$ cat config.mk
export PLATFORM = sky130hd
export DESIGN_NAME = pe_image_checksum_flat
export DESIGN_NICKNAME = d
export VERILOG_FILES = /design/src/rtl/pic_pkg.sv /design/src/rtl/pic_word_if.sv /design/src/rtl/pic_result_if.sv /design/src/rtl/pe_image_checksum.sv /design/src/flat_wrapper.sv
export SDC_FILE = /design/constraint.sdc
export NUM_CORES = 1
export LEC_CHECK = 0
export BUFFER_PORTS_ARGS = -buffer_cell sky130_fd_sc_hd__buf_4
export CAP_MARGIN = 20
export CORE_MARGIN = 8
export CORE_UTILIZATION = 66
export DETAILED_ROUTE_END_ITERATION = 8
export PLACE_DENSITY = 0.86
export SLEW_MARGIN = 30
export SYNTH_ARGS = -nofsm -noshare
export SYNTH_HDL_FRONTEND = slang
export SYNTH_SLANG_ARGS = --single-unit
$ cat constraint.sdc
create_clock -name clk -period 20.8 [get_ports clk]
set_input_delay 2.08 -clock clk [delete_from_list [all_inputs] [get_ports clk]]
set_output_delay 2.08 -clock clk [all_outputs]
set_load 0.03 [all_outputs]
$ cat src/rtl/pic_pkg.sv
// Package for the image checksum engine: field widths and file layout constants.
// No dependencies; used by the channel interfaces and pe_image_checksum.
package pic_pkg;

	localparam int WORD_W = 16;
	localparam int BYTE_W = 8;
	localparam int SUM_W  = 16;
	localparam int CNT_W  = 32;
	localparam int CSUM_W = 32;
	localparam int SEEN_W = 3;

	// File byte position of the header offset, and its displacement to the checksum field
	localparam logic [CNT_W-1:0] OFFSET_POS  = 32'h0000_003C;
	localparam logic [CNT_W-1:0] FIELD_START = 32'h0000_0040;
	localparam logic [CNT_W-1:0] FIELD_DISP  = 32'h0000_0058;
	localparam logic [CNT_W-1:0] FIELD_LEN   = 32'h0000_0004;
	localparam logic [SEEN_W-1:0] SEEN_FULL  = 3'd4;

endpackage

$ cat src/rtl/pic_word_if.sv
// Input channel of the image checksum engine: one file word per item.
// Depends on pic_pkg.
interface pic_word_if;
	logic                          valid;
	logic                          ready;
	logic [pic_pkg::WORD_W-1:0]    data_word;
	logic                          last_word;
	logic                          tail_single_byte;

	modport source (output valid, output data_word, output last_word,
		output tail_single_byte, input ready);
	modport sink (input valid, input data_word, input last_word,
		input tail_single_byte, output ready);
endinterface

$ cat src/rtl/pic_result_if.sv
// Result channel of the image checksum engine: stored and computed checksums.
// Depends on pic_pkg.
interface pic_result_if;
	logic                          valid;
	logic                          ready;
	logic [pic_pkg::CSUM_W-1:0]    header_checksum;
	logic [pic_pkg::CSUM_W-1:0]    image_checksum;
	logic                          header_found;

	modport source (output valid, output header_checksum, output image_checksum,
		output header_found, input ready);
	modport sink (input valid, input header_checksum, input image_checksum,
		input header_found, output ready);
endinterface

$ cat src/rtl/pe_image_checksum.sv
// Image checksum engine, top level. Uses pic_pkg, pic_word_if and pic_result_if.
// Single module: input register, running state, end-of-file snapshot, result register.
//
// Takes one 16-bit little-endian file word per cycle, save for the stall below,
// and keeps an end-around-carry sum, the byte count, the header offset (bytes
// 0x3C..0x3F) and the stored checksum found at offset + 0x58. The word flagged last
// gives one result: the stored checksum, the computed checksum (sum with the stored
// halves removed, plus the file length) and header_found, set only when all four
// field bytes lay inside the file. Words flow on while a result waits to be taken.
// A result passes through the input register, the snapshot and the result register
// after its last word is taken. A last word waits in the input register only while
// the previous file's snapshot is held behind a result that has not been taken.
// All state clears after each last word.
module pe_image_checksum (
	input logic           clk,
	input logic           arst_n,
	pic_word_if.sink      words,
	pic_result_if.source  result
);

	// Input register
	logic                          valid_s1;
	logic [pic_pkg::WORD_W-1:0]    word_s1;
	logic                          last_s1;
	logic                          single_s1;

	// Running state
	logic [pic_pkg::SUM_W-1:0]     sum_q;
	logic [pic_pkg::CNT_W-1:0]     count_q;
	logic [pic_pkg::CNT_W-1:0]     offset_q;
	logic [pic_pkg::CSUM_W-1:0]    stored_q;
	logic [pic_pkg::SEEN_W-1:0]    seen_q;

	// End-of-file snapshot
	logic                          valid_s2;
	logic [pic_pkg::SUM_W-1:0]     sum_s2;
	logic [pic_pkg::CNT_W-1:0]     count_s2;
	logic [pic_pkg::CSUM_W-1:0]    stored_s2;
	logic                          found_s2;

	// Result register
	logic                          out_valid_q;
	logic [pic_pkg::CSUM_W-1:0]    header_q;
	logic [pic_pkg::CSUM_W-1:0]    image_q;
	logic                          found_q;

	logic                          s1_go;
	logic                          s1_take;
	logic                          s2_go;
	logic                          in_take;

	logic [pic_pkg::WORD_W-1:0]    w;
	logic [pic_pkg::BYTE_W-1:0]    b0;
	logic [pic_pkg::BYTE_W-1:0]    b1;
	logic [pic_pkg::SUM_W:0]       sum_wide;
	logic [pic_pkg::SUM_W-1:0]     sum_next;
	logic [pic_pkg::CNT_W-1:0]     count_next;
	logic [pic_pkg::CNT_W-1:0]     pos1;
	logic [pic_pkg::CNT_W-1:0]     offset_next;
	logic [pic_pkg::CNT_W-1:0]     field_pos;
	logic [pic_pkg::CNT_W-1:0]     d0;
	logic [pic_pkg::CNT_W-1:0]     d1;
	logic                          hit0;
	logic                          hit1;
	logic [pic_pkg::CSUM_W-1:0]    stored_next;
	logic [pic_pkg::SEEN_W-1:0]    seen_sum;
	logic [pic_pkg::SEEN_W-1:0]    seen_next;
	logic [pic_pkg::SUM_W-1:0]     rem_lo;
	logic [pic_pkg::SUM_W-1:0]     rem_hi;

	// Removes one stored half from the sum, borrowing one more when it wraps
	function automatic logic [pic_pkg::SUM_W-1:0] remove_half(
		input logic [pic_pkg::SUM_W-1:0] c,
		input logic [pic_pkg::SUM_W-1:0] h
	);
		logic [pic_pkg::SUM_W-1:0] diff;
		diff = c - h;
		if (c >= h) begin
			remove_half = diff;
		end else begin
			remove_half = diff - pic_pkg::SUM_W'(1);
		end
	endfunction

	// Handshake: a last item waits only while the previous snapshot cannot move on
	assign s1_go   = !last_s1 || !valid_s2 || s2_go;
	assign s1_take = valid_s1 && s1_go;
	assign words.ready = !valid_s1 || s1_go;
	assign in_take = words.valid && words.ready;
	assign s2_go   = !out_valid_q || result.ready;

	// Item bytes; a single tail byte clears the upper byte
	assign w  = single_s1 ? {{pic_pkg::BYTE_W{1'b0}}, word_s1[pic_pkg::BYTE_W-1:0]}
		: word_s1;
	assign b0 = w[pic_pkg::BYTE_W-1:0];
	assign b1 = w[pic_pkg::WORD_W-1:pic_pkg::BYTE_W];

	// End-around-carry sum
	assign sum_wide = {1'b0, sum_q} + {1'b0, w};
	assign sum_next = sum_wide[pic_pkg::SUM_W]
		? (sum_wide[pic_pkg::SUM_W-1:0] + pic_pkg::SUM_W'(1))
		: sum_wide[pic_pkg::SUM_W-1:0];

	// Byte positions: the first byte of a word always sits at an even position
	assign pos1       = count_q + pic_pkg::CNT_W'(1);
	assign count_next = single_s1 ? pos1 : (count_q + pic_pkg::CNT_W'(2));

	// Header offset capture, one lane per byte position
	always_comb begin
		offset_next = offset_q;
		if (count_q >= pic_pkg::OFFSET_POS &&
				count_q <= pic_pkg::OFFSET_POS + pic_pkg::CNT_W'(3)) begin
			offset_next[count_q[1:0]*pic_pkg::BYTE_W +: pic_pkg::BYTE_W] = b0;
		end
		if (!single_s1 && pos1 >= pic_pkg::OFFSET_POS &&
				pos1 <= pic_pkg::OFFSET_POS + pic_pkg::CNT_W'(3)) begin
			offset_next[pos1[1:0]*pic_pkg::BYTE_W +: pic_pkg::BYTE_W] = b1;
		end
	end

	// Stored checksum capture; the offset is complete before any field byte can hit
	assign field_pos = offset_q + pic_pkg::FIELD_DISP;
	assign d0   = count_q - field_pos;
	assign d1   = d0 + pic_pkg::CNT_W'(1);
	assign hit0 = (count_q >= pic_pkg::FIELD_START) && (d0 < pic_pkg::FIELD_LEN);
	assign hit1 = !single_s1 && (pos1 >= pic_pkg::FIELD_START) && (d1 < pic_pkg::FIELD_LEN);

	always_comb begin
		stored_next = stored_q;
		if (hit0) begin
			stored_next[d0[1:0]*pic_pkg::BYTE_W +: pic_pkg::BYTE_W] = b0;
		end
		if (hit1) begin
			stored_next[d1[1:0]*pic_pkg::BYTE_W +: pic_pkg::BYTE_W] = b1;
		end
	end

	// Field byte counter, saturating at four
	assign seen_sum  = seen_q + pic_pkg::SEEN_W'(hit0) + pic_pkg::SEEN_W'(hit1);
	assign seen_next = (seen_sum > pic_pkg::SEEN_FULL) ? pic_pkg::SEEN_FULL : seen_sum;

	// Final checksum from the snapshot
	assign rem_lo = remove_half(sum_s2, stored_s2[pic_pkg::SUM_W-1:0]);
	assign rem_hi = remove_half(rem_lo, stored_s2[pic_pkg::CSUM_W-1:pic_pkg::SUM_W]);

	// Input register
	always_ff @(posedge clk or negedge arst_n) begin
		if (!arst_n) begin
			valid_s1 <= 1'b0;
		end else if (words.ready) begin
			valid_s1 <= words.valid;
		end
	end

	always_ff @(posedge clk) begin
		if (in_take) begin
			word_s1   <= words.data_word;
			last_s1   <= words.last_word;
			single_s1 <= words.last_word && words.tail_single_byte;
		end
	end

	// Running state; cleared after each last item
	always_ff @(posedge clk or negedge arst_n) begin
		if (!arst_n) begin
			sum_q    <= '0;
			count_q  <= '0;
			offset_q <= '0;
			stored_q <= '0;
			seen_q   <= '0;
		end else if (s1_take) begin
			if (last_s1) begin
				sum_q    <= '0;
				count_q  <= '0;
				offset_q <= '0;
				stored_q <= '0;
				seen_q   <= '0;
			end else begin
				sum_q    <= sum_next;
				count_q  <= count_next;
				offset_q <= offset_next;
				stored_q <= stored_next;
				seen_q   <= seen_next;
			end
		end
	end

	// End-of-file snapshot
	always_ff @(posedge clk or negedge arst_n) begin
		if (!arst_n) begin
			valid_s2 <= 1'b0;
		end else if (s1_take && last_s1) begin
			valid_s2 <= 1'b1;
		end else if (s2_go) begin
			valid_s2 <= 1'b0;
		end
	end

	always_ff @(posedge clk) begin
		if (s1_take && last_s1) begin
			sum_s2    <= sum_next;
			count_s2  <= count_next;
			stored_s2 <= stored_next;
			found_s2  <= (seen_next >= pic_pkg::SEEN_FULL);
		end
	end

	// Result register
	always_ff @(posedge clk or negedge arst_n) begin
		if (!arst_n) begin
			out_valid_q <= 1'b0;
		end else if (s2_go) begin
			out_valid_q <= valid_s2;
		end
	end

	always_ff @(posedge clk) begin
		if (s2_go && valid_s2) begin
			header_q <= stored_s2;
			image_q  <= {{(pic_pkg::CSUM_W-pic_pkg::SUM_W){1'b0}}, rem_hi} + count_s2;
			found_q  <= found_s2;
		end
	end

	assign result.valid           = out_valid_q;
	assign result.header_checksum = header_q;
	assign result.image_checksum  = image_q;
	assign result.header_found    = found_q;

endmodule

$ cat src/flat_wrapper.sv
// flat-port wrapper written by rule: the top's interface ports become plain ports
module pe_image_checksum_flat 
  (clk, arst_n, words_valid, words_data_word, words_last_word, words_tail_single_byte, words_ready, result_valid, result_header_checksum, result_image_checksum, result_header_found, result_ready);
  pic_word_if words_i ();
  pic_result_if result_i ();
  input logic clk;
  input logic arst_n;
  input wire logic [$bits(words_i.valid)-1:0] words_valid;
  input wire logic [$bits(words_i.data_word)-1:0] words_data_word;
  input wire logic [$bits(words_i.last_word)-1:0] words_last_word;
  input wire logic [$bits(words_i.tail_single_byte)-1:0] words_tail_single_byte;
  output wire logic [$bits(words_i.ready)-1:0] words_ready;
  output wire logic [$bits(result_i.valid)-1:0] result_valid;
  output wire logic [$bits(result_i.header_checksum)-1:0] result_header_checksum;
  output wire logic [$bits(result_i.image_checksum)-1:0] result_image_checksum;
  output wire logic [$bits(result_i.header_found)-1:0] result_header_found;
  input wire logic [$bits(result_i.ready)-1:0] result_ready;
  assign words_i.valid = words_valid;
  assign words_i.data_word = words_data_word;
  assign words_i.last_word = words_last_word;
  assign words_i.tail_single_byte = words_tail_single_byte;
  assign words_ready = words_i.ready;
  assign result_valid = result_i.valid;
  assign result_header_checksum = result_i.header_checksum;
  assign result_image_checksum = result_i.image_checksum;
  assign result_header_found = result_i.header_found;
  assign result_i.ready = result_ready;
  pe_image_checksum u_core (.clk(clk), .arst_n(arst_n), .words(words_i), .result(result_i));
endmodule
Yosys cells after proc, flatten, opt, wreduce, memory -nomap -nowiden

Index checks and enable logic that the tools add are counted.
W data, S select, Z words.

Shift operators: 8
$add $sub $neg: 18
Div/mod/pow operators: 0
Mux-type cells: 21
Multiply operators: 0
Reduce and logical (&&, ||, !) cells: 21
Bitwise operators: 0
Order comparisons: 12
Eq/ne operators: 0

Operator list:

| cell                      | count |
|---|---|
| $mux W32                  | 8 |
| $neg A5 Y34               | 4 |
| $shift A8 B34 Y32 const A | 4 |
| $shiftx A8 B34 Y32        | 4 |
| $bwmux W32                | 4 |
| $mux W16                  | 5 |
| $add A32 B1 Y32 const B   | 2 |
| $ge A32 B6 Y1 const B     | 2 |
| $ge A32 B7 Y1 const B     | 2 |
| $le A32 B6 Y1 const B     | 2 |
| $lt A32 B3 Y1 const B     | 2 |
| $add A16 B32 Y32          | 1 |
| $add A32 B2 Y32 const B   | 1 |
| $add A32 B7 Y32 const B   | 1 |
| $ge A16 B16 Y1            | 2 |
| $sub A16 B1 Y16 const B   | 2 |
| $sub A16 B16 Y16          | 2 |
| $sub A32 B32 Y32          | 1 |
| $add A16 B16 Y17          | 1 |
| $add A16 B1 Y16 const B   | 1 |
| $logic_and A1 B1 Y1       | 11 |
| $add A3 B1 Y3             | 2 |
| $mux W3                   | 2 |
| $logic_not A1 Y1          | 5 |
| other kinds (5)           | 9 |

Bits in writable memories: 0
Bits in latches: 0
Bits of input ports: 22
Logic and storage cells: 98
Bits in registers: 282
Memories: 0
Bits in read-only memories: 0

Longest topological paths before layout

Depth in word-level cells: 9
Gate-level depth with buffers: 40
Mapped depth without buffers: 39

Worst setup path before layout

No wires, ideal clock.

Path kind: register to register
Start point: reg u_core.sum_s2[0] (netlist name)
End point: reg u_core.image_q, in the netlist u_core.result.image_checksum[22] (data pin)
Period minus slack after synthesis: 8453 ps
Buffers on the path: 1
Stages on the path, launching flop included: 41
Path slack: 12347 ps
Library setup time: 258 ps
Arrival time: 8196 ps
Path through: edfxtp_1 inv_1 ha_1 inv_1 fa_1 a21o_1 a21oi_1 o21ai_0 a2111oi_0 or2_2 o211ai_1 a21o_1 a21oi_1 nand2_1 nor3b_1 xor2_1 ha_1 a21o_1 [5 not listed] o21ai_0 o41ai_1 xnor2_1 ha_1 fa_1 a21o_1 a21oi_1 o21bai_1 a21oi_1 nor2b_1 o21a_1 o31ai_1 a21oi_1 a211o_1 a21o_1 clkbuf_1 nand4_1 xnor2_1

Cells in the longest elaborated chain, start to end: 7

RTL lines:

| what                   | RTL line                 | RTL |
|---|---|---|
| start, declared        | pe_image_checksum.sv:36  | `logic [pic_pkg::SUM_W-1:0] sum_s2;` |
| start signal, assigned | pe_image_checksum.sv:201 | `sum_s2 <= sum_next;` |
| $sub A16 B16 Y16       | pe_image_checksum.sv:77  | `diff = c - h;` |
| $sub A16 B1 Y16        | pe_image_checksum.sv:81  | `remove_half = diff - pic_pkg::SUM_W'(1);` |
| $mux W16 *             | pe_image_checksum.sv:78  | `if (c >= h) begin` |
| $sub A16 B16 Y16       | pe_image_checksum.sv:77  |  |
| $sub A16 B1 Y16        | pe_image_checksum.sv:81  |  |
| $mux W16 *             | pe_image_checksum.sv:78  |  |
| $add A16 B32 Y32 *     | pe_image_checksum.sv:220 | `image_q <= {{(pic_pkg::CSUM_W-pic_pkg::SUM_W){1'b0}}, rem_hi} + count_s2;` |
| end signal, assigned   | pe_image_checksum.sv:220 |  |
| end, declared          | pe_image_checksum.sv:44  | `logic [pic_pkg::CSUM_W-1:0] image_q;` |

Mark *: on every way between the ends. The rest lies on a longest branch, timed or not.
A chain may end at the register's enable or synchronous reset.

Final worst setup path

Same ends and word-level chain as after synthesis.

==> run summary <==
yosys warns = 0
CP max stage delay = 680 ps
Final Hold Fails = 0
met2 usage = 46.6%
Area Growth Syn to Fin = 9.28%
FP Rows = 65
GRT Max-Usage Layer = met2
worst-margin pin slew = 964 ps
min-delay worst type = flip-flop to flip-flop
RSZ-0062 raised after global routing = no
Skew-Pair Late Insertion Delay = 590 ps
Max Buffers Root-to-Sink = 3
CP top delay family = compound AO/OA/AOI/OAI gates
number of flops mapped to enable cells by yosys = 164
M1 GR Usage = 43.1%
setup violators final = 0
Worst R2R Path Depth = 39
pwr dens = 99.0 mW/mm²
capture point of the worst reg-to-reg path = u_core.result.image_checksum[22]
H-tree depth = 1
register area = 0.00788 mm²
Clock Sinks = 282
Pre-antenna DRT Iters = 9
cell mode on critical path = a21oi_1
number of global-route vias before repair = 17100
port bufs = 88
Slew Viols, Final = 0
# fillers = 2298
Iter 0 DRT Violations = 1940
clock slew at reported path FFs = 70 ps
Clock Skews = 37.7 ps
DIE HEIGHT = 194 µm
Gates resized, CTS repair = 0
clock root cell = clkbuf_16
Fmax = 107 MHz
Worst Setup Start Kind = flip-flop
Worst Hold End = u_core.result.header_found
M3 GR Usage = 5.02%
Synth Flop Type = edfxtp_1
drt via density = 6.68
Yosys reg bits = 282
average size of a mapped cell = 9.35 µm²
status = finished, final reports clean
WP data arrival = 9700 ps
post-synthesis sequential area ratio = 37.6%
Netlist cell types = 90
number of remaining DRC errors = 0
gr usage total = 30.4%
Max-cap violations = 0
initial core utilization = 66.8%
Final min period = 9390 ps
pin count of the biggest net entering global routing = 83
synthesized netlist cell count = 2243
Hold Crit Start = u_core.found_s2
Multi-input gate area = 0.0122 mm²
crit-path max FO = 8
commonest non-fill, non-tap cell in the layout = nand2_1
Crit-path slowest cell = o41ai_2
total CTS buffers = 29
Worst Path Buf+Inv = 2
post-CTS setup buffers = 0
Worst R2R Setup Slack = 11410 ps
Post-Syn Nets = 2414
Net count, final = 2459
Post-CTS Hold Buffers = 0
Peak VDD IR = 0.0827 mV
most frequent cells in the layout = nand2_1 (228), inv_1 (165), edfxtp_1 (164)
first-pass GRT wire length = 93500 µm
Setup TNS Final = 0 ps
P_leak = 10.2 nW
Min Hold Slack = 425 ps
WHS Path Cells = 0
TritonCTS clock tree = done
Die Area = 0.0377 mm²
Crit Path Category = flip-flop to flip-flop
DR WL/cell = 21.9 µm
gr ovfl total = 0
Antenna Nets Post-Route = 0
WP data required = 21110 ps
synthesized cell area = 0.0210 mm²
initial antenna violation count = 1
Detail Placement HPWL = 44200 µm
final clock period utilization by the worst path = 45.1%
via count = 18100
Die W = 194 µm
Worst slew margin = 35.6%
Layout Utilization = 73.0%
core area = 0.0314 mm²
Placer Congestion = 0.992
FFs w/ async S/R, synth = 41.8%
CP endpoint kind = flip-flop
Power Total = 2.27 mW
Reg-to-Reg Start = u_core.sum_s2[0]
WL final = 59400 µm
share of layout cells above drive strength 1 = 8.70%
I/O pins = 89
## flip-flops by register name (all words and copies together), names as in the netlist
signal	flops
u_core.result.image_checksum	32
u_core.offset_q	32
u_core.count_q	32
u_core.word_s1	16
u_core.sum_q	16
u_core.result.header_found	1
u_core.count_s2	32
u_core.single_s1	1
u_core.valid_s1	1
u_core.last_s1	1
u_core.result.header_checksum	32
u_core.result.valid	1
u_core.stored_q	32
u_core.seen_q	3
u_core.found_s2	1
u_core.valid_s2	1
u_core.sum_s2	16
u_core.stored_s2	32
## metal layers
layer	wire length, µm	up-vias
li1	-	8335
met1	25600	8659
met2	26200	967
met3	5650	170
met4	1970	2
met5	13	-
## synth_stat cells, drive strengths merged (59+ instances only)
master	n	area [µm²]
nor2	109	412
ha	143	1790
a22o	66	578
edfxtp	164	4920
mux2i	96	961
nand4	59	414
clkbuf	65	244
o21ai	83	415
dfrtp	118	2950
nor3	83	430
xnor2	126	1110
inv	165	619
nand2	233	885
a21oi	126	634
## cell families (layout without fill, tap and decap cells)
family / after synthesis / count (layout) / synth area share (%)
compound gates: 485 / 485 / 16.3
xor+xnor: 177 / 177 / 7.49
fa+ha+maj: 149 / 149 / 9.10
buf+inv: 245 / 313 / 4.47
flops: 282 / 282 / 37.6
mux: 97 / 97 / 4.64
other cells: 0 / 1 / 0
simple gates: 808 / 808 / 20.4
## per-stage QoR
| step | cell area [µm²] | instances | setup WS, ps |
|---|---|---|---|
| after floorplan | 21000 | 2243 | 12350 |
| after global placement | 21900 | 2659 | 11520 |
| after detailed placement | 21900 | 2659 | 11710 |
| after CTS | 22900 | 2713 | 11520 |
| after global routing | 22900 | 2713 | 10640 |
| final | 22900 | 2714 | 11410 |
## final cells by class
cell class / count / area share, %
Multi-Input combinational cell: 1716 / 53.2
Sequential cell: 282 / 34.4
Clock buffer: 35 / 3.44
Timing Repair Buffer: 94 / 3.11
Inverter: 165 / 2.70
Tap cell: 402 / 2.19
Clock inverter: 19 / 0.917
Antenna cell: 1 / 0.0109
## worst register-to-register path: cells and delay by family, from the launching register on
| kind | cells | cell delay, ps |
|---|---|---|
| AOI/OAI and AO/OA | 23 | 5690 |
| adders and majority gates | 5 | 1540 |
| DFF | 1 | 370 |
| buffers and inverters | 2 | 130 |
| and+or+nand+nor | 6 | 980 |
| xor gates and xnor gates | 3 | 400 |
## how the worst max path moves through the flow
stage / start / end / slack, ps / cells after the start
after floorplan: u_core.sum_s2[0] / u_core.result.image_checksum[22] / 12350 / 40
after global placement: u_core.sum_s2[0] / u_core.result.image_checksum[26] / 11520 / 38
after detailed placement: u_core.sum_s2[0] / u_core.result.image_checksum[26] / 11710 / 39
after CTS: u_core.sum_s2[0] / u_core.result.image_checksum[22] / 11520 / 39
after global routing: u_core.sum_s2[0] / u_core.result.image_checksum[22] / 10640 / 39
final: u_core.sum_s2[0] / u_core.result.image_checksum[22] / 11410 / 39
## where the power goes
group          switching [mW]  total, mW  internal (mW)
clock                   0.235      0.547          0.312
sequential             0.0329      0.721          0.688
combinational           0.610       1.00          0.392
Note: power is estimated with default switching activity, not from simulation.
